`config.mk`:
```
export PLATFORM = sky130hd
export DESIGN_NAME = n_way_coincidence_release
export DESIGN_NICKNAME = d
export VERILOG_FILES = /design/src/nwcr_pkg.sv /design/src/nwcr_ram.sv /design/src/nwcr_front.sv /design/src/nwcr_fifo.sv /design/src/nwcr_back.sv /design/src/n_way_coincidence_release.sv
export SDC_FILE = /design/constraint.sdc
export NUM_CORES = 2
export LEC_CHECK = 0
export BUFFER_PORTS_ARGS = -buffer_cell sky130_fd_sc_hd__buf_2
export CAP_MARGIN = 20
export CORE_MARGIN = 2
export CORE_UTILIZATION = 30
export DETAILED_ROUTE_END_ITERATION = 8
export PLACE_DENSITY = 0.47
export SLEW_MARGIN = 25
export SYNTH_ARGS = -nofsm -noshare
export SYNTH_HDL_FRONTEND = slang
export SYNTH_SLANG_ARGS = --single-unit
```
`constraint.sdc`:
```
create_clock -name clk -period 6.3 [get_ports clk]
set_input_delay 0.63 -clock clk [delete_from_list [all_inputs] [get_ports clk]]
set_output_delay 0.63 -clock clk [all_outputs]
set_load 0.01 [all_outputs]
```
`src/nwcr_pkg.sv`:
```
// Shared types and constants for the n-way coincidence release block.
package nwcr_pkg;

  localparam int NODE_W      = 10;
  localparam int STEP_W      = 16;
  localparam int SAMPLE_W    = 32;
  localparam int NREQ_W      = 5;
  localparam int HIT_CNT_W   = 11;
  localparam logic [HIT_CNT_W-1:0] HIT_CNT_MAX = 11'd2047;

  // Hit map is kept as rows of bits; the low node bits select the bit.
  localparam int HIT_BIT_AW  = 5;
  localparam int HIT_ROW_W   = 1 << HIT_BIT_AW;
  localparam int HIT_ROW_AW  = NODE_W - HIT_BIT_AW;
  localparam int HIT_ROWS    = 1 << HIT_ROW_AW;

  localparam int PEND_DEPTH  = 32;
  localparam int PEND_AW     = 5;
  localparam int PEND_CNT_W  = 6;

  localparam int FIFO_DEPTH  = 4;
  localparam int FIFO_AW     = 2;
  localparam int FIFO_CNT_W  = 3;

  localparam int CFG_IDX_W   = 1;
  localparam logic [CFG_IDX_W-1:0] CFG_QUALITY_THRESHOLD = 1'd0;
  localparam logic [CFG_IDX_W-1:0] CFG_NODES_REQUIRED    = 1'd1;

  localparam logic OP_MARK   = 1'b0;
  localparam logic OP_SAMPLE = 1'b1;

  typedef struct packed {
    logic                 valid;
    logic [CFG_IDX_W-1:0] index;
    logic [SAMPLE_W-1:0]  data;
  } cfg_wr_t;

  typedef struct packed {
    logic              op;
    logic [NODE_W-1:0] node;
    logic [STEP_W-1:0] step;
  } item_t;

  typedef struct packed {
    logic [NODE_W-1:0] node;
    logic [STEP_W-1:0] step;
    logic              last;
    logic              ovf;
  } result_t;

  typedef enum logic [1:0] {
    BK_IDLE,
    BK_LOOK,
    BK_FRD,
    BK_FOUT
  } back_state_t;

endpackage

```
`src/nwcr_ram.sv`:
```
// Generic single-write, single-read RAM with registered read data.
module nwcr_ram #(
  parameter int WIDTH = 8,
  parameter int DEPTH = 32
) (
  input  logic                     clk,
  input  logic                     we,
  input  logic [$clog2(DEPTH)-1:0] waddr,
  input  logic [WIDTH-1:0]         wdata,
  input  logic                     re,
  input  logic [$clog2(DEPTH)-1:0] raddr,
  output logic [WIDTH-1:0]         rdata
);

  logic [WIDTH-1:0] mem [DEPTH];

  always_ff @(posedge clk) begin
    if (we) begin
      mem[waddr] <= wdata;
    end
    if (re) begin
      rdata <= mem[raddr];
    end
  end

endmodule

```
`src/nwcr_front.sv`:
```
// Front end: holds the quality threshold, classifies samples, drops non-hits.
module nwcr_front (
  input  logic                             clk,
  input  logic                             rst_n,
  input  nwcr_pkg::cfg_wr_t                cfg_wr,
  input  logic                             in_valid,
  output logic                             in_stall,
  input  logic                             in_op,
  input  logic [nwcr_pkg::NODE_W-1:0]      in_node_index,
  input  logic [nwcr_pkg::STEP_W-1:0]      in_time_step,
  input  logic signed [nwcr_pkg::SAMPLE_W-1:0] in_sample,
  input  logic                             fifo_full,
  output logic                             fifo_push,
  output nwcr_pkg::item_t                  fifo_item
);

  logic signed [nwcr_pkg::SAMPLE_W-1:0] thr_r;
  logic                                 qualifies;

  always_ff @(posedge clk) begin
    if (!rst_n) begin
      thr_r <= '0;
    end else if (cfg_wr.valid && (cfg_wr.index == nwcr_pkg::CFG_QUALITY_THRESHOLD)) begin
      thr_r <= cfg_wr.data;
    end
  end

  // Sample must be above zero and above the threshold.
  assign qualifies = (in_sample > 0) && (in_sample > thr_r);

  assign in_stall       = fifo_full;
  assign fifo_push      = in_valid && !fifo_full &&
                          ((in_op == nwcr_pkg::OP_MARK) || qualifies);
  assign fifo_item.op   = in_op;
  assign fifo_item.node = in_node_index;
  assign fifo_item.step = in_time_step;

endmodule

```
`src/nwcr_fifo.sv`:
```
// Short queue of classified items between the front and back ends.
module nwcr_fifo (
  input  logic            clk,
  input  logic            rst_n,
  input  logic            push,
  input  nwcr_pkg::item_t push_item,
  output logic            full,
  input  logic            pop,
  output logic            not_empty,
  output nwcr_pkg::item_t head
);

  nwcr_pkg::item_t                     entries_r [nwcr_pkg::FIFO_DEPTH];
  logic [nwcr_pkg::FIFO_AW-1:0]        wr_ptr_r, rd_ptr_r;
  logic [nwcr_pkg::FIFO_CNT_W-1:0]     cnt_r, cnt_nxt;
  logic                                do_push, do_pop;

  assign full      = (cnt_r == nwcr_pkg::FIFO_CNT_W'(nwcr_pkg::FIFO_DEPTH));
  assign not_empty = (cnt_r != '0);
  assign head      = entries_r[rd_ptr_r];
  assign do_push   = push && !full;
  assign do_pop    = pop && not_empty;

  always_comb begin
    cnt_nxt = cnt_r;
    if (do_push && !do_pop) begin
      cnt_nxt = cnt_r + 1'b1;
    end else if (do_pop && !do_push) begin
      cnt_nxt = cnt_r - 1'b1;
    end
  end

  always_ff @(posedge clk) begin
    if (!rst_n) begin
      wr_ptr_r <= '0;
      rd_ptr_r <= '0;
      cnt_r    <= '0;
    end else begin
      cnt_r <= cnt_nxt;
      if (do_push) begin
        wr_ptr_r <= wr_ptr_r + 1'b1;
      end
      if (do_pop) begin
        rd_ptr_r <= rd_ptr_r + 1'b1;
      end
    end
  end

  always_ff @(posedge clk) begin
    if (do_push) begin
      entries_r[wr_ptr_r] <= push_item;
    end
  end

endmodule

```
`src/nwcr_back.sv`:
```
// Back end: hit map update, hit counting, pending list and release flush.
module nwcr_back (
  input  logic                    clk,
  input  logic                    rst_n,
  input  nwcr_pkg::cfg_wr_t       cfg_wr,
  input  logic                    item_vld,
  input  nwcr_pkg::item_t         item,
  output logic                    item_pop,
  output logic                    out_valid,
  input  logic                    out_stall,
  output nwcr_pkg::result_t       out_res
);

  nwcr_pkg::back_state_t                 state_r, state_nxt;
  nwcr_pkg::item_t                       cur_r;
  logic [nwcr_pkg::NREQ_W-1:0]           nreq_r;
  logic [nwcr_pkg::HIT_CNT_W-1:0]        hit_cnt_r, cnt_inc;
  logic [nwcr_pkg::PEND_CNT_W-1:0]       pcnt_r, fidx_r;
  logic                                  ovf_r;
  logic [nwcr_pkg::HIT_ROWS-1:0]         row_vld_r;
  logic                                  out_vld_r;
  nwcr_pkg::result_t                     out_res_r;

  logic                                  out_free;
  logic [nwcr_pkg::HIT_ROW_AW-1:0]       cur_row;
  logic [nwcr_pkg::HIT_BIT_AW-1:0]       cur_bit;
  logic [nwcr_pkg::HIT_ROW_W-1:0]        hit_rdata, row_cur, row_new;
  logic                                  already_hit, releases, pend_full, flush_last;
  logic [nwcr_pkg::NODE_W-1:0]           pend_rdata;

  // Control strobes from the output decode.
  logic hit_re, hit_we, pend_we, pend_re, enq, cnt_upd, out_load_node, out_load_pend;

  assign out_free    = !out_vld_r || !out_stall;
  assign cur_row     = cur_r.node[nwcr_pkg::NODE_W-1:nwcr_pkg::HIT_BIT_AW];
  assign cur_bit     = cur_r.node[nwcr_pkg::HIT_BIT_AW-1:0];
  assign row_cur     = row_vld_r[cur_row] ? hit_rdata : '0;
  assign row_new     = row_cur | (nwcr_pkg::HIT_ROW_W'(1) << cur_bit);
  assign already_hit = row_cur[cur_bit];
  assign cnt_inc     = (hit_cnt_r == nwcr_pkg::HIT_CNT_MAX) ? hit_cnt_r : hit_cnt_r + 1'b1;
  assign releases    = cnt_inc > nwcr_pkg::HIT_CNT_W'(nreq_r);
  assign pend_full   = (pcnt_r == nwcr_pkg::PEND_CNT_W'(nwcr_pkg::PEND_DEPTH));
  assign flush_last  = (nwcr_pkg::PEND_CNT_W'(fidx_r + 1'b1) == pcnt_r);

  nwcr_ram #(
    .WIDTH (nwcr_pkg::HIT_ROW_W),
    .DEPTH (nwcr_pkg::HIT_ROWS)
  ) u_hit_ram (
    .clk   (clk),
    .we    (hit_we),
    .waddr (cur_row),
    .wdata (row_new),
    .re    (hit_re),
    .raddr (item.node[nwcr_pkg::NODE_W-1:nwcr_pkg::HIT_BIT_AW]),
    .rdata (hit_rdata)
  );

  nwcr_ram #(
    .WIDTH (nwcr_pkg::NODE_W),
    .DEPTH (nwcr_pkg::PEND_DEPTH)
  ) u_pend_ram (
    .clk   (clk),
    .we    (pend_we),
    .waddr (pcnt_r[nwcr_pkg::PEND_AW-1:0]),
    .wdata (cur_r.node),
    .re    (pend_re),
    .raddr (fidx_r[nwcr_pkg::PEND_AW-1:0]),
    .rdata (pend_rdata)
  );

  // Next state.
  always_comb begin
    state_nxt = state_r;
    unique case (state_r)
      nwcr_pkg::BK_IDLE: begin
        if (item_vld) begin
          state_nxt = nwcr_pkg::BK_LOOK;
        end
      end
      nwcr_pkg::BK_LOOK: begin
        if (out_free) begin
          if ((cur_r.op == nwcr_pkg::OP_SAMPLE) && !already_hit && releases &&
              (pcnt_r != '0)) begin
            state_nxt = nwcr_pkg::BK_FRD;
          end else begin
            state_nxt = nwcr_pkg::BK_IDLE;
          end
        end
      end
      nwcr_pkg::BK_FRD: begin
        state_nxt = nwcr_pkg::BK_FOUT;
      end
      nwcr_pkg::BK_FOUT: begin
        if (out_free) begin
          state_nxt = flush_last ? nwcr_pkg::BK_IDLE : nwcr_pkg::BK_FRD;
        end
      end
      default: state_nxt = nwcr_pkg::BK_IDLE;
    endcase
  end

  // Output decode.
  always_comb begin
    item_pop      = 1'b0;
    hit_re        = 1'b0;
    hit_we        = 1'b0;
    enq           = 1'b0;
    cnt_upd       = 1'b0;
    pend_re       = 1'b0;
    out_load_node = 1'b0;
    out_load_pend = 1'b0;
    unique case (state_r)
      nwcr_pkg::BK_IDLE: begin
        item_pop = item_vld;
        hit_re   = item_vld;
      end
      nwcr_pkg::BK_LOOK: begin
        if (out_free) begin
          hit_we = 1'b1;
          if (cur_r.op == nwcr_pkg::OP_MARK) begin
            enq = 1'b1;
          end else if (!already_hit) begin
            cnt_upd       = 1'b1;
            out_load_node = releases;
            enq           = !releases;
          end
        end
      end
      nwcr_pkg::BK_FRD: begin
        pend_re = 1'b1;
      end
      nwcr_pkg::BK_FOUT: begin
        out_load_pend = out_free;
      end
      default: ;
    endcase
  end

  assign pend_we = enq && !pend_full;

  always_ff @(posedge clk) begin
    if (!rst_n) begin
      state_r   <= nwcr_pkg::BK_IDLE;
      nreq_r    <= nwcr_pkg::NREQ_W'(1);
      hit_cnt_r <= nwcr_pkg::HIT_CNT_W'(1);
      pcnt_r    <= '0;
      fidx_r    <= '0;
      ovf_r     <= 1'b0;
      row_vld_r <= '0;
      out_vld_r <= 1'b0;
    end else begin
      state_r <= state_nxt;
      if (cfg_wr.valid && (cfg_wr.index == nwcr_pkg::CFG_NODES_REQUIRED)) begin
        nreq_r <= cfg_wr.data[nwcr_pkg::NREQ_W-1:0];
      end
      if (hit_we) begin
        row_vld_r[cur_row] <= 1'b1;
      end
      if (cnt_upd) begin
        hit_cnt_r <= cnt_inc;
      end
      // Queue the node, or flag the drop when the list is full.
      if (enq) begin
        if (pend_full) begin
          ovf_r <= 1'b1;
        end else begin
          pcnt_r <= pcnt_r + 1'b1;
        end
      end
      if (out_load_node) begin
        fidx_r <= '0;
      end else if (out_load_pend) begin
        if (flush_last) begin
          pcnt_r <= '0;
        end else begin
          fidx_r <= fidx_r + 1'b1;
        end
      end
      if (out_load_node || out_load_pend) begin
        out_vld_r <= 1'b1;
      end else if (!out_stall) begin
        out_vld_r <= 1'b0;
      end
    end
  end

  always_ff @(posedge clk) begin
    if (item_pop) begin
      cur_r <= item;
    end
    if (out_load_node) begin
      out_res_r.node <= cur_r.node;
      out_res_r.step <= cur_r.step;
      out_res_r.last <= (pcnt_r == '0);
      out_res_r.ovf  <= ovf_r;
    end else if (out_load_pend) begin
      out_res_r.node <= pend_rdata;
      out_res_r.step <= cur_r.step;
      out_res_r.last <= flush_last;
      out_res_r.ovf  <= ovf_r;
    end
  end

  assign out_valid = out_vld_r;
  assign out_res   = out_res_r;

  a_pcnt_bound: assert property (@(posedge clk) disable iff (!rst_n)
    pcnt_r <= nwcr_pkg::PEND_CNT_W'(nwcr_pkg::PEND_DEPTH))
    else $error("pending count beyond list depth");

  a_flush_idx: assert property (@(posedge clk) disable iff (!rst_n)
    (state_r == nwcr_pkg::BK_FOUT) |-> (fidx_r < pcnt_r))
    else $error("flush index past pending count");

  a_hit_cnt_nz: assert property (@(posedge clk) disable iff (!rst_n)
    hit_cnt_r != '0)
    else $error("hit count wrapped to zero");

  a_flush_entry: assert property (@(posedge clk) disable iff (!rst_n)
    (state_r == nwcr_pkg::BK_FRD) |->
      ($past(state_r) == nwcr_pkg::BK_LOOK) || ($past(state_r) == nwcr_pkg::BK_FOUT))
    else $error("flush started without a release");

endmodule

```
`src/n_way_coincidence_release.sv`:
```
// Top level of the n-way coincidence release block.
// Path: an accepted mark or above-threshold sample goes through the queue into the back
//   end's current-item register; a releasing hit then sets out_valid via the output register.
// Flow: the front takes one transaction per cycle while the queue is not full; each mark or
//   above-threshold sample takes a back-end hit map read, then write; a release adds a pending
//   list read, then output load, per pending node; out_stall stretches both.
// Reset (synchronous, rst_n low): threshold 0, nodes_required 1, hit count 1, pending list
//   empty, overflow clear, hit map row valid bits clear; no clearing pass is needed.
module n_way_coincidence_release (
  input  logic                                 clk,
  input  logic                                 rst_n,
  // Configuration write channel
  input  logic                                 cfg_valid,
  output logic                                 cfg_ready,
  input  logic [nwcr_pkg::CFG_IDX_W-1:0]       cfg_index,
  input  logic [nwcr_pkg::SAMPLE_W-1:0]        cfg_data,
  // Input channel
  input  logic                                 in_valid,
  output logic                                 in_stall,
  input  logic                                 in_op,
  input  logic [nwcr_pkg::NODE_W-1:0]          in_node_index,
  input  logic [nwcr_pkg::STEP_W-1:0]          in_time_step,
  input  logic signed [nwcr_pkg::SAMPLE_W-1:0] in_sample,
  // Result channel
  output logic                                 out_valid,
  input  logic                                 out_stall,
  output logic [nwcr_pkg::NODE_W-1:0]          out_detected_node,
  output logic [nwcr_pkg::STEP_W-1:0]          out_detect_step,
  output logic                                 out_last,
  output logic                                 out_overflowed
);

  nwcr_pkg::cfg_wr_t  cfg_wr;
  nwcr_pkg::item_t    push_item, head_item;
  nwcr_pkg::result_t  res;
  logic               fifo_full, fifo_push, fifo_not_empty, fifo_pop;

  // Configuration is always taken; the user must write only while the block is idle, which the block does not enforce.
  assign cfg_ready    = 1'b1;
  assign cfg_wr.valid = cfg_valid && cfg_ready;
  assign cfg_wr.index = cfg_index;
  assign cfg_wr.data  = cfg_data;

  // Front: classify each transaction, keep marks and above-threshold samples.
  nwcr_front u_front (
    .clk           (clk),
    .rst_n         (rst_n),
    .cfg_wr        (cfg_wr),
    .in_valid      (in_valid),
    .in_stall      (in_stall),
    .in_op         (in_op),
    .in_node_index (in_node_index),
    .in_time_step  (in_time_step),
    .in_sample     (in_sample),
    .fifo_full     (fifo_full),
    .fifo_push     (fifo_push),
    .fifo_item     (push_item)
  );

  // Queue decouples the front from hit map updates and release flushes.
  nwcr_fifo u_fifo (
    .clk       (clk),
    .rst_n     (rst_n),
    .push      (fifo_push),
    .push_item (push_item),
    .full      (fifo_full),
    .pop       (fifo_pop),
    .not_empty (fifo_not_empty),
    .head      (head_item)
  );

  // Back: hit map, hit count, pending list and the output register.
  nwcr_back u_back (
    .clk       (clk),
    .rst_n     (rst_n),
    .cfg_wr    (cfg_wr),
    .item_vld  (fifo_not_empty),
    .item      (head_item),
    .item_pop  (fifo_pop),
    .out_valid (out_valid),
    .out_stall (out_stall),
    .out_res   (res)
  );

  assign out_detected_node = res.node;
  assign out_detect_step   = res.step;
  assign out_last          = res.last;
  assign out_overflowed    = res.ovf;

endmodule
```
==> flow_summary.yaml <==
outcome:
  status: "finished clean"
synth:
  synth_compound_area_share_pct: 1.31
  syn_nets: 3184
  synth_sequential_area_ratio_pct: 75.7
  synth_mux_area_share_pct: 17.3
  ys_types: 52
  synth_fa_ha_area_share_pct: 0.966
  synth_warnings: 0
  syn_area_um2: 64200
  synth_flop_cell: "edfxtp_1"
  yosysTopAreaCell: "edfxtp_1"
  ys_top_cells_by_count: "edfxtp_1, mux4_2, nor2_1"
  synthCells: 3038
  postSynthAreaPerCell_um2: 21.1
  synth_edf_count: 1549
  synth-simple-area-share_pct: 3.01
  synth_area_leaders: "edfxtp_1, mux4_2, dfxtp_1"
  yosysMostFrequentCell: "edfxtp_1"
  yosysTopAreaCellShare_pct: 72.4
  synth_xor_area_share_pct: 0.368
  synth-async-reset-ratio_pct: 0
  synth-seq-cells: 1654
  synth_top_family_by_area: "multiplexers"
setup_path:
  required_ns: 6.70
  crit_arrival_ns: 5.49
  end_kind: "register"
  start_kind: "register"
  worstSetupPathType: "reg2reg"
  worstPathMaxFanout: 11
die:
  die-height_um: 467
  start_util_pct: 30.2
  die_x_um: 467
  rows: 169
  core_um2: 213000
  io_pins: 128
  die_area_um2: 218000
sta:
  slew_headroom_pct: 26.5
  finalSetupViolCount: 0
  skew_ns: 0.0359
  hold_violations: 0
  period_share_pct: 80.8
  finalMaxSlewViolations: 0
  setup_ws_ns: 1.21
  worst_pin_slew_ns: 1.10
  max_freq_ghz: 0.196
  rsz0062_at_grt: "false"
  hold_slack_ns: 0.0730
  tns_ns: 0
  fin_crit_ns: 5.09
routing:
  drc: 0
  finalWirelength_mm: 165
  drt-pass1-iter-count: 7
  wl_per_cell_um: 26.3
  ant_nets: 0
  drtIter0Drc: 3004
  vias: 30953
  vias_per_cell: 4.92
clock_network:
  cts_setup_buffers: 0
  path_clk_slew_ns: 0.06
  cts_tree: "built"
  cts_resized: 0
  insertion_delay_ns: 0.80
  clockRootBuffer: "clkbuf_16"
  clk_path_buf_depth: 3
  htree_levels: 4
  cts_made_buffers: 176
  cts.sinks: 1654
cells_and_area:
  multi_input_area_um2: 15200
  regArea_um2: 48600
  drive_gt1_share_pct: 30.9
  fin_nets: 3477
  finalNonFillerCells: 6294
  fillers: 19692
  fin_util_pct: 35.4
  syn2layout_area_growth_pct: 17.0
pwr:
  p_per_area_nw_per_um2: 405
  leakagePower_nw: 23.6
  vdd_drop_max_mv: 0.260
global_route:
  grt_pass1_vias: 31776
  grt-ovfl-total: 0
  grt_max_degree: 71
  track_usage_pct: 15.1
  grt_pass1_wl_mm: 236
  antenna_found_initial: 10
placed_design:
  preCtsSetupSlack_ns: 1.19
  place.gp.congestion: 0.773
  dp_hpwl_mm: 96.5
  portBuffers: 126
  dpl.cell_count: 5949
hold_path:
  min_path_type: "in2reg"
flow_run:
  maxCapViolations: 0
-- cell type report --
cell class              count  area share (%)
flip-flops and latches   1654            64.7
well taps                2821            4.70
inverters                  50           0.250
repair buffers            265            2.74
diodes                      4          0.0133
multi-input cells        1184            20.2
clock buffers             231            6.33
clock inverters            85            1.04
-- what timing repair did --
action | in CTS | in global routing
endpoints found under the setup margin | 0 | 0
hold buffers | 22 | 0
hold endpoints to repair | 86 | 0
-- registers in the layout (all words and copies together) (netlist names), named ones only --
signal / cells
u_back.fidx_r: 6
u_fifo.wr_ptr_r: 2
u_fifo.rd_ptr_r: 2
u_back.nreq_r: 5
u_fifo.cnt_r: 3
u_back.out_valid: 1
u_back.u_pend_ram.rdata: 10
u_back.u_hit_ram.mem: 1024
u_back.state_r: 2
u_front.thr_r: 32
u_back.pcnt_r: 6
u_back.row_vld_r: 32
u_back.cur_bit: 5
u_back.u_hit_ram.rdata: 32
u_back.cur_r: 22
u_back.hit_cnt_r: 11
u_fifo.entries_r: 108
u_back.ovf_r: 1
u_back.u_pend_ram.mem: 320
u_back.out_res: 28
-- final timing paths --
check | start | endpoint | slack (ns) | cells after the start
worst max register to register | u_back.hit_cnt_r[0]$_SDFFE_PN1P_ | u_back.u_pend_ram.mem[27][8]$_DFFE_PP_ | 1.21 | 16
worst max-delay path | u_back.hit_cnt_r[0]$_SDFFE_PN1P_ | u_back.u_pend_ram.mem[27][8]$_DFFE_PP_ | 1.21 | 16
worst min-delay path | in_node_index[3] | u_fifo.entries_r[2][19]$_DFFE_PP_ | 0.07 | 1
worst min register to register | u_back.cur_r[12]$_DFFE_PP_ | u_back.out_res[14]$_DFFE_PP_ | 0.42 | 0
-- cell families (layout without fill, tap and decap cells) --
kind of cell / count (synthesis) / count (layout)
xor gates and xnor gates: 27 / 27
DFF: 1654 / 1654
other: 1 / 5
muxes: 537 / 537
adders and majority gates: 49 / 49
buffers and inverters: 200 / 631
and+or+nand+nor: 431 / 431
AOI/OAI and AO/OA: 139 / 139
-- worst max-delay path, cell delays in order, from the launching register on --
cell and delay [ns]:
dfxtp_1 0.48, ha_1 0.32, nand2_1 0.11, nor3_1 0.30
and2_1 0.21, nand3_1 0.27, mux2_2 0.38, ha_1 0.29
nor2b_1 0.14, nor3_1 0.14, o21ai_0 0.12, a21oi_1 0.22
o2111ai_1 0.17, a21oi_1 0.19, buf_4 0.21, nand3_1 0.36
nor2_1 0.81
-- routing by layer --
metal  routed length (um)  vias to the layer above  GRT usage, %
li1                     -                    13131             -
met1                74800                    16687          21.4
met2                77100                      900          23.6
met3                 9760                      229          2.97
met4                 3600                        6          4.12
met5                   41                        -             0
-- cell usage in the layout (no fill, tap or decap), types with 18 or more instances in the layout --
master	count
nor3_1	20
a21oi_1	54
clkbuf_16	181
clkinv_2	28
clkinv_1	34
edfxtp_1	1549
buf_2	126
nor2_1	134
nand3_1	29
inv_1	49
buf_4	93
mux2_2	55
dlygate4sd3_1	22
dfxtp_1	101
ha_1	48
clkbuf_1	46
o21ai_0	18
nand2_1	122
mux2i_1	26
mux4_2	451
nor2_4	32
-- report_power, final --
part	leakage [nW]	internal, mW	switching, mW
combinational	5.76	2.69	3.82
clock	2.71	5.76	4.27
sequential	15.1	13.5	0.438
-- stage by stage --
stage / power [mW] / instance area, um^2
6_report: 30.5 / 75100
5_1_grt: 31.7 / 75100
4_1_cts: 30.9 / 75000
3_5_place_dp: 20.8 / 69300
3_3_place_gp: 20.7 / 69000
2_1_floorplan: 18.1 / 64200
No activity file was read; power rests on OpenSTA's default activity.
